`src/hdl/ffpa_pkg.sv`:
```
`timescale 1ns / 1ps
// ----------------------------------------------------------------------------
// ffpa_pkg
// shared constants, types and codes of the first-fit pool allocator
// ----------------------------------------------------------------------------
package ffpa_pkg;

    localparam int POOL_BYTES   = 4096;
    localparam int HEADER_BYTES = 16;
    localparam int ALIGN_BYTES  = 4;
    localparam int HDR_BYTES    = ((HEADER_BYTES + ALIGN_BYTES - 1) / ALIGN_BYTES) * ALIGN_BYTES;
    localparam int GRANULES     = (POOL_BYTES + ALIGN_BYTES - 1) / ALIGN_BYTES;
    localparam int GRAN_W       = $clog2(GRANULES);
    localparam int ALIGN_W      = $clog2(ALIGN_BYTES);
    localparam int LEN_W        = $clog2(POOL_BYTES) + 1;
    localparam int OFF_W        = LEN_W + 1;
    localparam int SIZE_W       = 16;
    localparam int NEED_W       = SIZE_W + 1;
    localparam int SUM_W        = NEED_W + 1;
    localparam int STEP_W       = GRAN_W + 1;
    localparam int ADDR_W       = 12;

    typedef enum logic [1:0] {
        K_ALLOC  = 2'd0,
        K_FREE   = 2'd1,
        K_MERGE  = 2'd2,
        K_REINIT = 2'd3
    } t_kind;

    typedef enum logic [1:0] {
        ST_OK      = 2'd0,
        ST_NOFIT   = 2'd1,
        ST_BADADDR = 2'd2
    } t_status;

    typedef enum logic [3:0] {
        S_CLR,
        S_IDLE,
        S_AL_RD,
        S_AL_CHK,
        S_AL_SPLIT,
        S_FR_CHK,
        S_MG_RD,
        S_MG_CHK,
        S_MG_NXT,
        S_MG_NCHK,
        S_MG_END,
        S_DONE
    } t_state;

    typedef struct packed {
        logic             start;
        logic             used;
        logic [LEN_W-1:0] len;
    } t_seg;

    typedef struct packed {
        logic              en;
        logic [GRAN_W-1:0] addr;
    } t_rd_req;

    typedef struct packed {
        logic              en;
        logic [GRAN_W-1:0] addr;
        t_seg              data;
    } t_wr_req;

    typedef struct packed {
        logic [1:0]        status;
        logic [ADDR_W-1:0] granted_address;
    } t_res;

endpackage

```
`src/hdl/ffpa_if.sv`:
```
`timescale 1ns / 1ps
// ----------------------------------------------------------------------------
// ffpa_req_if / ffpa_rsp_if
// request and response channels, valid/ready handshake
// ----------------------------------------------------------------------------
interface ffpa_req_if;
    logic        valid;
    logic        ready;
    logic [1:0]  kind;
    logic [15:0] request_size;
    logic [11:0] block_address;
    modport source (output valid, kind, request_size, block_address, input ready);
    modport sink (input valid, kind, request_size, block_address, output ready);
endinterface


```
`src/hdl/ffpa_ctrl.sv`:
```
`timescale 1ns / 1ps
// ----------------------------------------------------------------------------
// ffpa_ctrl
// request sequencer: segment walk, split, free, merge and clearing sweep
// ----------------------------------------------------------------------------
module ffpa_ctrl
    import ffpa_pkg::*;
(
    input  logic    i_clk,
    input  logic    i_rst_n,
    ffpa_req_if.sink i_req,
    output logic    o_res_valid,
    output t_res    o_res,
    input  logic    i_res_ready,
    output t_rd_req o_rd,
    output t_wr_req o_wr,
    input  t_seg    i_q
);
    t_state             r_state, n_state;
    logic [GRAN_W-1:0]  r_cidx, n_cidx;
    logic               r_pend, n_pend;
    logic [OFF_W-1:0]   r_off, n_off;
    logic [STEP_W-1:0]  r_steps, n_steps;
    logic [NEED_W-1:0]  r_need, n_need;
    logic [LEN_W-1:0]   r_rest, n_rest;
    logic [OFF_W-1:0]   r_len, n_len;
    t_res               r_res, n_res;

    logic [NEED_W-1:0]  need_raw;
    logic [LEN_W-1:0]   rest;
    logic [SUM_W-1:0]   split_at;
    logic [OFF_W-1:0]   nxt;
    logic [ADDR_W-1:0]  seg_addr;
    logic               fits;

    always_ff @(posedge i_clk) begin
        if (!i_rst_n) begin
            r_state <= S_CLR;
            r_cidx  <= '0;
            r_pend  <= 1'b0;
        end else begin
            r_state <= n_state;
            r_cidx  <= n_cidx;
            r_pend  <= n_pend;
        end
        r_off   <= n_off;
        r_steps <= n_steps;
        r_need  <= n_need;
        r_rest  <= n_rest;
        r_len   <= n_len;
        r_res   <= n_res;
    end

    assign need_raw = {1'b0, i_req.request_size} + NEED_W'(HDR_BYTES + ALIGN_BYTES - 1);
    assign fits     = !i_q.used && ({{(NEED_W-LEN_W){1'b0}}, i_q.len} >= r_need);
    assign rest     = i_q.len - r_need[LEN_W-1:0];
    assign split_at = SUM_W'(r_off) + SUM_W'(r_need);
    assign nxt      = r_off + r_len;
    assign seg_addr = i_req.block_address - ADDR_W'(HDR_BYTES);

    always_comb begin
        n_state = r_state;
        n_cidx  = r_cidx;
        n_pend  = r_pend;
        n_off   = r_off;
        n_steps = r_steps;
        n_need  = r_need;
        n_rest  = r_rest;
        n_len   = r_len;
        n_res   = r_res;
        o_rd    = '0;
        o_wr    = '0;
        i_req.ready = 1'b0;
        o_res_valid = 1'b0;
        o_res   = r_res;

        unique case (r_state)
            S_CLR: begin
                o_wr.en   = 1'b1;
                o_wr.addr = r_cidx;
                o_wr.data = '0;
                if (r_cidx == '0) begin
                    o_wr.data.start = 1'b1;
                    o_wr.data.len   = LEN_W'(POOL_BYTES);
                end
                n_cidx = r_cidx + 1'b1;
                if (r_cidx == GRAN_W'(GRANULES - 1)) begin
                    n_cidx  = '0;
                    n_pend  = 1'b0;
                    n_state = r_pend ? S_DONE : S_IDLE;
                end
            end
            S_IDLE: begin
                i_req.ready = 1'b1;
                n_res   = '{status: ST_OK, granted_address: '0};
                n_off   = '0;
                n_steps = '0;
                if (i_req.valid) begin
                    unique case (t_kind'(i_req.kind))
                        K_ALLOC: begin
                            n_need  = need_raw & ~NEED_W'(ALIGN_BYTES - 1);
                            n_state = S_AL_RD;
                        end
                        K_FREE: begin
                            if (i_req.block_address < ADDR_W'(HDR_BYTES) ||
                                seg_addr[ALIGN_W-1:0] != '0) begin
                                n_res.status = ST_BADADDR;
                                n_state      = S_DONE;
                            end else begin
                                o_rd.en   = 1'b1;
                                o_rd.addr = GRAN_W'(seg_addr >> ALIGN_W);
                                n_off     = OFF_W'(seg_addr);
                                n_state   = S_FR_CHK;
                            end
                        end
                        K_MERGE: n_state = S_MG_RD;
                        default: begin
                            n_pend  = 1'b1;
                            n_state = S_CLR;
                        end
                    endcase
                end
            end
            S_AL_RD: begin
                if (r_off >= OFF_W'(POOL_BYTES) || r_steps >= STEP_W'(GRANULES)) begin
                    n_res.status = ST_NOFIT;
                    n_state      = S_DONE;
                end else begin
                    o_rd.en   = 1'b1;
                    o_rd.addr = GRAN_W'(r_off >> ALIGN_W);
                    n_state   = S_AL_CHK;
                end
            end
            S_AL_CHK: begin
                o_wr.addr = GRAN_W'(r_off >> ALIGN_W);
                if (i_q.len == '0) begin
                    n_res.status = ST_NOFIT;
                    n_state      = S_DONE;
                end else if (fits) begin
                    o_wr.en   = 1'b1;
                    o_wr.data = '{start: i_q.start, used: 1'b1, len: i_q.len};
                    n_res.granted_address = ADDR_W'(r_off + OFF_W'(HDR_BYTES));
                    if (rest <= LEN_W'(HDR_BYTES)) begin
                        n_state = S_DONE;
                    end else begin
                        o_wr.data.len = r_need[LEN_W-1:0];
                        n_rest  = rest;
                        n_state = S_AL_SPLIT;
                    end
                end else begin
                    n_off   = r_off + OFF_W'(i_q.len);
                    n_steps = r_steps + 1'b1;
                    n_state = S_AL_RD;
                end
            end
            S_AL_SPLIT: begin
                o_wr.en   = split_at < SUM_W'(POOL_BYTES);
                o_wr.addr = GRAN_W'(split_at >> ALIGN_W);
                o_wr.data = '{start: 1'b1, used: 1'b0, len: r_rest};
                n_state   = S_DONE;
            end
            S_FR_CHK: begin
                if (!i_q.start) begin
                    n_res.status = ST_BADADDR;
                end else begin
                    o_wr.en   = 1'b1;
                    o_wr.addr = GRAN_W'(r_off >> ALIGN_W);
                    o_wr.data = '{start: 1'b1, used: 1'b0, len: i_q.len};
                end
                n_state = S_DONE;
            end
            S_MG_RD: begin
                if (r_off >= OFF_W'(POOL_BYTES) || r_steps >= STEP_W'(GRANULES)) begin
                    n_state = S_DONE;
                end else begin
                    o_rd.en   = 1'b1;
                    o_rd.addr = GRAN_W'(r_off >> ALIGN_W);
                    n_state   = S_MG_CHK;
                end
            end
            S_MG_CHK: begin
                n_len = OFF_W'(i_q.len);
                if (i_q.len == '0) begin
                    n_state = S_DONE;
                end else if (i_q.used) begin
                    n_off   = r_off + OFF_W'(i_q.len);
                    n_steps = r_steps + 1'b1;
                    n_state = S_MG_RD;
                end else begin
                    n_state = S_MG_NXT;
                end
            end
            S_MG_NXT: begin
                if (nxt >= OFF_W'(POOL_BYTES) || nxt[ALIGN_W-1:0] != '0) begin
                    n_state = S_MG_END;
                end else begin
                    o_rd.en   = 1'b1;
                    o_rd.addr = GRAN_W'(nxt >> ALIGN_W);
                    n_state   = S_MG_NCHK;
                end
            end
            S_MG_NCHK: begin
                if (!i_q.start || i_q.used || i_q.len == '0) begin
                    n_state = S_MG_END;
                end else begin
                    o_wr.en   = 1'b1;
                    o_wr.addr = GRAN_W'(nxt >> ALIGN_W);
                    o_wr.data = '0;
                    n_len     = r_len + OFF_W'(i_q.len);
                    n_state   = S_MG_NXT;
                end
            end
            S_MG_END: begin
                o_wr.en   = 1'b1;
                o_wr.addr = GRAN_W'(r_off >> ALIGN_W);
                o_wr.data = '{start: 1'b1, used: 1'b0, len: r_len[LEN_W-1:0]};
                n_off     = nxt;
                n_steps   = r_steps + 1'b1;
                n_state   = S_MG_RD;
            end
            S_DONE: begin
                o_res_valid = 1'b1;
                if (i_res_ready) begin
                    n_state = S_IDLE;
                end
            end
            default: n_state = S_CLR;
        endcase
    end
endmodule

```
`src/flat_wrapper.sv`:
```
// flat-port wrapper written by rule: the top's interface ports become plain ports
module ffpa_ctrl_flat import ffpa_pkg::*;
  (i_clk, i_rst_n, o_res_valid, o_res, i_res_ready, o_rd, o_wr, i_q, i_req_valid, i_req_kind, i_req_request_size, i_req_block_address, i_req_ready);
  ffpa_req_if i_req_i ();
  input  logic i_clk;
  input  logic i_rst_n;
  output logic o_res_valid;
  output t_res o_res;
  input  logic i_res_ready;
  output t_rd_req o_rd;
  output t_wr_req o_wr;
  input  t_seg i_q;
  input wire logic [$bits(i_req_i.valid)-1:0] i_req_valid;
  input wire logic [$bits(i_req_i.kind)-1:0] i_req_kind;
  input wire logic [$bits(i_req_i.request_size)-1:0] i_req_request_size;
  input wire logic [$bits(i_req_i.block_address)-1:0] i_req_block_address;
  output wire logic [$bits(i_req_i.ready)-1:0] i_req_ready;
  assign i_req_i.valid = i_req_valid;
  assign i_req_i.kind = i_req_kind;
  assign i_req_i.request_size = i_req_request_size;
  assign i_req_i.block_address = i_req_block_address;
  assign i_req_ready = i_req_i.ready;
  ffpa_ctrl u_core (.i_clk(i_clk), .i_rst_n(i_rst_n), .i_req(i_req_i), .o_res_valid(o_res_valid), .o_res(o_res), .i_res_ready(i_res_ready), .o_rd(o_rd), .o_wr(o_wr), .i_q(i_q));
endmodule
```
`config.mk`:
```
export PLATFORM = sky130hd
export DESIGN_NAME = ffpa_ctrl_flat
export DESIGN_NICKNAME = d
export VERILOG_FILES = /design/src/hdl/ffpa_pkg.sv /design/src/hdl/ffpa_if.sv /design/src/hdl/ffpa_ctrl.sv /design/src/flat_wrapper.sv
export SDC_FILE = /design/constraint.sdc
export NUM_CORES = 1
export LEC_CHECK = 0
export BUFFER_PORTS_ARGS = -buffer_cell sky130_fd_sc_hd__buf_4
export CORE_MARGIN = 2
export CORE_UTILIZATION = 54
export CTS_CLUSTER_SIZE = 20
export DETAILED_ROUTE_END_ITERATION = 8
export PLACE_DENSITY = 0.76
export SYNTH_ARGS = -nofsm -noshare
export SYNTH_HDL_FRONTEND = slang
export SYNTH_SLANG_ARGS = --single-unit
```
`constraint.sdc`:
```
create_clock -name i_clk -period 4.4 [get_ports i_clk]
set_clock_uncertainty 0.15 [all_clocks]
set_input_delay 0.22 -clock i_clk [delete_from_list [all_inputs] [get_ports i_clk]]
set_output_delay 0.22 -clock i_clk [all_outputs]
set_load 0.005 [all_outputs]
```
== After elaboration in Yosys (flattened, before gate mapping) ==
Cells that the tools add are included.
Storage, ports and cells
  flip-flop bits (word level): 96
  bits in latches: 0
  bits in writable memories: 0
  bits in read-only memories: 0
  bits of input ports: 49
  output and inout bits: 53
  logic and storage cells: 150
  memories: 0
Cells by class
  add/subtract/negate cells: 10
  $mul: 0
  div/mod/pow operators: 0
  order comparisons: 7
  equality and inequality tests: 27
  shift operators: 0
  muxes and demuxes: 64
  bitwise operators: 2
  reductions and logical operators: 30
Operators with widths (number)
  $pmux W26 S6: 1
  $mux W11: 9
  $mux W14: 7
  $pmux W14 S4: 1
  $mux W26: 2
  $mux W4: 12
  $pmux W11 S4: 1
  $pmux W4 S11: 1
  $mux W12: 3
  $pmux W11 S3: 1
  $mux W15: 2
  $add A14 B13 Y14: 2
  $ge A14 B13 Y1 const B: 2
  $pmux W14 S2: 1
  $mux W13: 2
  $pmux W12 S2: 1
  $add A14 B17 Y18: 1
  $lt A18 B13 Y1 const B: 1
  $ne A2 B2 Y1 const B: 9
  $add A16 B5 Y17 const B: 1
  $ge A13 B17 Y1: 1
  $eq A4 B3 Y1 const B: 4
  $eq A4 B4 Y1 const B: 4
  $mux W2: 8
  36 further kinds: 63

== Longest topological paths before layout ==
Gate-level depths: netlist (run 1).
  depth in word-level cells: 7
  mapped depth: 12
  gate-level depth less buffers: 11

== Worst setup path before layout (run 1) ==
OpenSTA, ideal clock, no wires.
  path type: flip-flop to flip-flop
  start point: register u_core.r_need[5]
  end point: register u_core.r_off[0], enable pin
  setup time: 0.446 ns
  data arrival time: 3.659 ns
  data required time: 3.804 ns
  setup slack: 0.146 ns
  stages on the path, launching flop included: 10
  path buffers: 0
  clock period less this slack: 4.254 ns
  cell sequence: edfxtp_1 > inv_1 > ha_1 > and3_1 > a41oi_1 > nand3_1 > a31oi_1 > a2bb2oi_1 > nor2_1 > a211oi_1
On the way
  longest elaborated chain between the ends: 4
Ends and longest elaborated chain
  start, declared: line ffpa_ctrl.sv:24  | logic [NEED_W-1:0] r_need, n_need;
  start signal, assigned: line ffpa_ctrl.sv:48  | r_need <= n_need;
  $ge A13 B17 Y1: line ffpa_ctrl.sv:55  | assign fits = !i_q.used && ({{(NEED_W-LEN_W){1'b0}}, i_q.len} >= r_need);
  $logic_and A1 B1 Y1: line ffpa_ctrl.sv:55
  $ne A2 B2 Y1 (no line)
  $reduce_and A5 Y1 (no line)
  end signal, assigned: line ffpa_ctrl.sv:46  | r_off <= n_off;
  end, declared: line ffpa_ctrl.sv:22  | logic [OFF_W-1:0] r_off, n_off;
No other way between the ends.
A chain may end at the register's enable or synchronous reset.

==> metrics.md, run 1 <==
| Metric | Value |
|---|---|
| DR vias | slightly below 8000 |
| Via-to-Cell Ratio | 6.33 |
| Most common cell in the netlist | edfxtp_1 |
| Row cnt | 45 |
| Final hold vios | 0 |
| GRT Total Usage | 0.301 |
| Leakage Power | 3.93 nW |
| Worst-case clock buffer depth | 2 |
| Final Slew Violations | 0 |
| # setup viols final | 0 |
| Initial DRC Count | 961 |
| DRC Markers | 0 |
| Crit path capture type | primary output |
| Yosys top cell by area | edfxtp_1 |
| # fillers | 1315 |
| Mapped Area | 8200 sq um |
| Post-Route WL | 24.2 mm |
| Syn_area_per_cell | 8.86 sq um |
| Hpwl dp | approximately 19 mm |
| Root Buffer | clkbuf_16 |
| Post-Synth Adder-Cell Area | 0.114 |
| Die boundary height | between 100 and 150 um |
| Least-Margin Pin Slew | 0.799 ns |
| DRT antenna net count | 0 |
| Power density cells | between 200 and 250 nW/um^2 |
| Critical path's most frequent cell | buf_4 |
| Post-Synth Simple-Gate Area | 0.201 |
| DR WL/cell | 19.8 um |
| Critical Path RT | 4.03 ns |
| VDD IR max | 0.178 mV |
| Die area | 16200 sq um |
| Post-layout minimum cycle time | 4.23 ns |
| Port bufs | between 100 and 150 |
| Place WS | 0.403 ns |
| Tot Pwr | between 2 and 2.5 mW |
| Diode count | 0 |
| Largest family of logic cells by synthesized area | compound AO/OA/AOI/OAI gates |
| Crit Path Class | reg2out |
| Vias in the first global route | 7097 |
| Crit start category | flop |
| Core Area | 15000 sq um |
| H-tree depth | 3 |
| Latest clock arrival within the worst-skew pair | 0.36 ns |
| DR pass1 iterations | 5 |
| Synthesis warning total | 0 |
| Worst hold slack | 0.00627 ns |
| Fmax | 0.237 GHz |
| Status | finished clean |
| Final GP Congestion | just over 0.9 |
| Mux cell area share after synthesis | 0.00504 |
| GR Overflow Total | 0 |
| Chip width | 127 um |
| Fin util | 0.639 |
| Top post-synthesis cells by area | edfxtp_1, ha_1, xor2_1 |
| FF+latch count, synth | 96 |
| Net Count, Synth | 1046 |
| Most used DFF post-synth | edfxtp_1 |
| Synth cell types | 75 |
| CP arrival | approximately 3.9 ns |
| Slowest CP cell | or4b_1 |
| Largest net degree at the start of global routing | 30 |
| Initial core utilization | 0.545 |
| Total CTS buffers | 9 |
| Global-route wire length before repair | 37.8 mm |
| Ys async rst share | 0 |
| Worst hold path type | in2reg |
| Yosys top cell area share | 0.297 |
| Worst Path Max Fanout | 5 |
| Worst Reg-to-Reg Cells | 11 |
| Syn-to-layout area delta | 17.1% |
| Initial antenna violation count | 0 |
| CTS clk-pin slew, worst paths | around 0.070 ns |
| Hold path depth | 2 |
| Worst slew margin | 0.463 |
| CTS Sinks | 96 |
| Final period util | 0.961 |
| Crit path cell chain | ha_1 > fa_1 > nand2b_1 > a21oi_2 > o211ai_1 > a2111oi_4 > or4b_1 > o31a_1 > buf_4 > a221o_2 > buf_4 |
| Setup total negative slack | 0 ns |
| Xor/xnor share of the synthesized area | 0.0908 |
| Post-synth EDFFs | 81 |
| Synth cell count leaders | edfxtp_1, nor2_1, nand2_1 |
| Fraction of layout cells with a size suffix above 1 | 0.164 |
| Crit path largest cell delay | 0.46 ns |
| Max-cap violations | 0 |
| Final #Nets | approximately 1200 |
| CTS tree | yes |
| Synth Area in Compound Gates | 0.219 |
| I/O pin count | 102 |
| Synth Instances | 925 |
| Worst setup margin | 0.173 ns |
| Sequential fraction of the synthesis area | 0.333 |
| RSZ-0062 raised after global routing | no |
==> flip-flops by register name (all words and copies together) (netlist names) <==
register	cells
u_core.r_pend	1
u_core.r_len	14
u_core.r_steps	11
u_core.r_state	4
u_core.r_cidx	10
u_core.r_rest	13
u_core.r_off	14
u_core.r_need	15
u_core.o_res	14
==> timing repair <==
action | CTS | global route
buffers inserted | 0 | 2
hold buffers | 2 | 0
gates resized for setup | 0 | 1
endpoints found under the hold margin | 2 | 0
endpoints found under the setup margin | 0 | 9
==> cells in the final DEF (no fill, tap or decap), types with 14 or more instances in the layout <==
cell type	netlist	routed
dfxtp_1	15	15
nand2_1	73	73
ha_1	67	67
nor2b_1	16	16
or2_2	15	15
and2_1	14	14
nand3_1	35	35
xor2_1	45	45
edfxtp_1	81	81
inv_1	47	47
nor3_1	33	31
a21o_1	15	15
a21oi_1	50	49
o21ai_0	68	67
nor2_1	78	78
xnor2_1	40	40
buf_4	0	124
==> where the power goes <==
| group | internal [mW] | switching [mW] | total (mW) |
|---|---|---|---|
| combinational | 0.120 | 0.143 | 0.263 |
| clock | 0.450 | 0.348 | 0.798 |
| sequential | 0.983 | 0.00645 | 0.989 |
| total | 1.55 | 0.497 | 2.05 |
==> critical path, delay by kind of cell, from the launching register on <==
family | cells | cell delay (ns)
compound gates | 5 | 1.42
buf+inv | 2 | 0.32
simple gates | 2 | 0.66
fa+ha+maj | 2 | 0.66
flops | 1 | 0.44
==> stage by stage <==
step                instance area (sq um)  std cells
floorplan                            8200        925
global placement                     9260       1205
detailed placement                   9260       1205
CTS                                  9580       1223
global route                         9600       1225
finish                               9600       1225
==> cell type report <==
type | count | area, sq um | area share
tap | 188 | 235 | 0.0245
timing repair buffer | 126 | 951 | 0.0990
inverter | 47 | 176 | 0.0184
clock inverter | 3 | 22.5 | 0.00235
sequential | 96 | 2730 | 0.285
clock buffer | 13 | 282 | 0.0293
multi-input combinational | 752 | 5200 | 0.542
==> kinds of logic (layout without fill, tap and decap cells) <==
group,after synthesis,count (layout)
buf+inv,77,189
compound gates,260,260
fa+ha+maj,72,72
mux,4,4
xor+xnor,85,85
flops,96,96
simple gates,331,331
==> per-layer routing <==
layer / wire, um / GRT usage / vias to the layer above / part of all wire
li1: - / - / 3700 / -
met1: 10400 / 0.417 / 3625 / 0.43
met2: 11000 / 0.482 / 374 / 0.46
met3: 2020 / 0.0381 / 50 / 0.084
met4: 780 / 0.120 / 0 / 0.032
met5: 0 / 0 / - / 0
==> path summary, 6_finish.rpt <==
path,to,startpoint,slack (ns)
worst max-delay path,o_wr[3],u_core.r_need[2],0.17
worst min register to register,u_core.r_pend,u_core.r_pend,0.40
worst min-delay path,u_core.r_need[8],i_req_request_size[8],0.006
worst max register to register,u_core.r_state[2],u_core.r_need[2],0.82
Note: power is estimated with default switching activity, not from simulation.
==> run 2: changes to the inputs <==
--- a/config.mk
+++ b/config.mk
@@ -6,10 +6,12 @@
 export NUM_CORES = 1
 export LEC_CHECK = 0
 export BUFFER_PORTS_ARGS = -buffer_cell sky130_fd_sc_hd__buf_4
+export CAP_MARGIN = 20
 export CORE_MARGIN = 2
 export CORE_UTILIZATION = 54
 export CTS_CLUSTER_SIZE = 20
 export DETAILED_ROUTE_END_ITERATION = 8
+export HOLD_SLACK_MARGIN = 0.15
 export PLACE_DENSITY = 0.76
 export SYNTH_ARGS = -nofsm -noshare
 export SYNTH_HDL_FRONTEND = slang
==> metrics.md, run 2 (same netlist as run 1, synthesis figures left out) <==
| Metric | Value |
|---|---|
| H-tree depth | 3 |
| Crit start category | flop |
| Leading cell type in the layout, fill and taps excluded | buf_4 |
| Worst-case clock buffer depth | 2 |
| Worst Reg-to-Reg Cells | 11 |
| Row cnt | 45 |
| Fin area | 9970 sq um |
| Combinational share of power | 0.140 |
| Worst slew margin | 0.463 |
| CP arrival | between 3 and 4 ns |
| Most Used Layer, Global Route | met2 |
| Leakage Power | 4.09 nW |
| CTS tree | yes |
| Crit path capture type | primary output |
| Final period util | 0.964 |
| Final Instance Count excl. Fillers | about 1300 |
| Latest clock arrival within the worst-skew pair | 0.36 ns |
| Switch share | 0.242 |
| Hpwl dp | 19.0 mm |
| Worst Path Max Fanout | 5 |
| Hold path depth | 5 |
| Syn-to-layout area delta | 21.6% |
| Chip width | approximately 130 um |
| Least-Margin Pin Slew | 0.799 ns |
| Final hold vios | 0 |
| Via-to-Cell Ratio | roughly 6.3 |
| Setup total negative slack | 0 ns |
| DR vias | 7900 |
| Worst hold path type | in2reg |
| Max reg flops | 15 |
| RSZ-0062 raised after global routing | no |
| Max-cap violations | 0 |
| Met3 Use GR | 0.0402 |
| Post-Route WL | 24.7 mm |
| Port bufs | 101 |
| I/O pin count | 102 |
| Fin util | 0.663 |
| Die area | 16200 sq um |
| Final GP Congestion | between 0.9 and 1 |
| Die boundary height | 127 um |
| Global-route wire length before repair | 38.8 mm |
| Register share of total power | 0.476 |
| Initial antenna violation count | 0 |
| Core Area | between 15000 and 20000 sq um |
| CTS Sinks | 96 |
| DR pass1 iterations | 6 |
| DRT antenna net count | 0 |
| Cell Int Power | 1.58 mW |
| Diode count | 0 |
| Fmax | roughly 0.24 GHz |
| GRT Total Usage | 0.309 |
| Vias in the first global route | 7335 |
| Largest net degree at the start of global routing | 30 |
| Fraction of layout cells with a size suffix above 1 | 0.158 |
| # setup viols final | 0 |
| Met1 usage | 0.420 |
| DR WL/cell | 19.6 um |
| P_sw | 504 uW |
| Total CTS buffers | 9 |
| Critical Path RT | 4.03 ns |
| Final #Nets | 1190 |
| Post-layout minimum cycle time | 4.24 ns |
| Worst hold slack | between 0.15 and 0.2 ns |
| M2 GR Usage | 0.502 |
| Clock power share | 0.384 |
| DRC Markers | 0 |
| Initial DRC Count | 977 |
| Final Slew Violations | 0 |
| Initial core utilization | 0.545 |
| Post-DP Area | 9260 sq um |
| Commonest cells after routing, fill and taps aside | buf_4, edfxtp_1, nor2_1, nand2_1 |
| VDD IR max | 0.180 mV |
| Largest register by flop count | u_core.r_need |
| Crit Path Class | reg2out |
| Placed Instances | around 1200 |
| CTS clk-pin slew, worst paths | approximately 0.070 ns |
| Power density cells | 209 nW/um^2 |
| Root Buffer | clkbuf_16 |
| GR Overflow Total | 0 |
| Status | finished clean |
-- run 2: changes by cell type in the layout (fill, tap and decap cells not counted), sizes merged --
cell / change
dlygate4sd3: +37
-- run 2: repair_timing --
action / in CTS / in global routing
setup endpoints to repair: 0 / 10
endpoints found under the hold margin: 48 / 0
setup buffers: 0 / 2
gates resized for setup: 0 / 1
hold buffers: 39 / 0
-- run 2: metal layers --
metal,part of all wire,wire length (um),up-vias
li1,-,-,3777
met1,0.42,10400,3695
met3,0.082,2030,53
met4,0.033,815,0
met5,0,0,-
met2,0.46,11500,375
-- run 2: path summary, 6_finish.rpt --
kind	from	to	slack (ns)
max	u_core.r_need[2]	o_wr[3]	0.16
min	i_req_kind[0]	u_core.r_pend	0.17
max reg2reg	u_core.r_need[2]	u_core.r_state[2]	0.81
min reg2reg	u_core.r_pend	u_core.r_pend	0.40
-- run 2: layout make-up --
class                      instances  area (sq um)
multi-input combinational        752          5200
fill                            1274          5060
sequential                        96          2730
timing repair buffer             163          1320
clock buffer                      13           282
tap                              188           235
inverter                          47           176
clock inverter                     3          22.5
-- run 2: stage by stage --
step,setup slack [ns],power [mW]
final,0.159,2.08
after global routing,0.00802,2.15
after CTS,0.00153,2.08
after detailed placement,0.403,1.26
after global placement,0.515,1.26
after floorplan,0.146,1.16
-- run 2: power by group through the flow --
| stage | combinational (mW) | clock [mW] | sequential [mW] |
|---|---|---|---|
| finish | 0.291 | 0.799 | 0.989 |
| global route | 0.318 | 0.846 | 0.989 |
| CTS | 0.285 | 0.807 | 0.989 |
| detailed placement | 0.255 | 0 | 1.01 |
| global placement | 0.251 | 0 | 1.01 |
| floorplan | 0.155 | 0 | 1.01 |
-- run 2: worst max-delay path, stage by stage (launching register included) --
cell,delay (ns)
edfxtp_1,0.44
ha_1,0.24
fa_1,0.42
nand2b_1,0.20
a21oi_2,0.18
o211ai_1,0.19
a2111oi_4,0.36
or4b_1,0.46
o31a_1,0.30
buf_4,0.18
a221o_2,0.39
buf_4,0.14
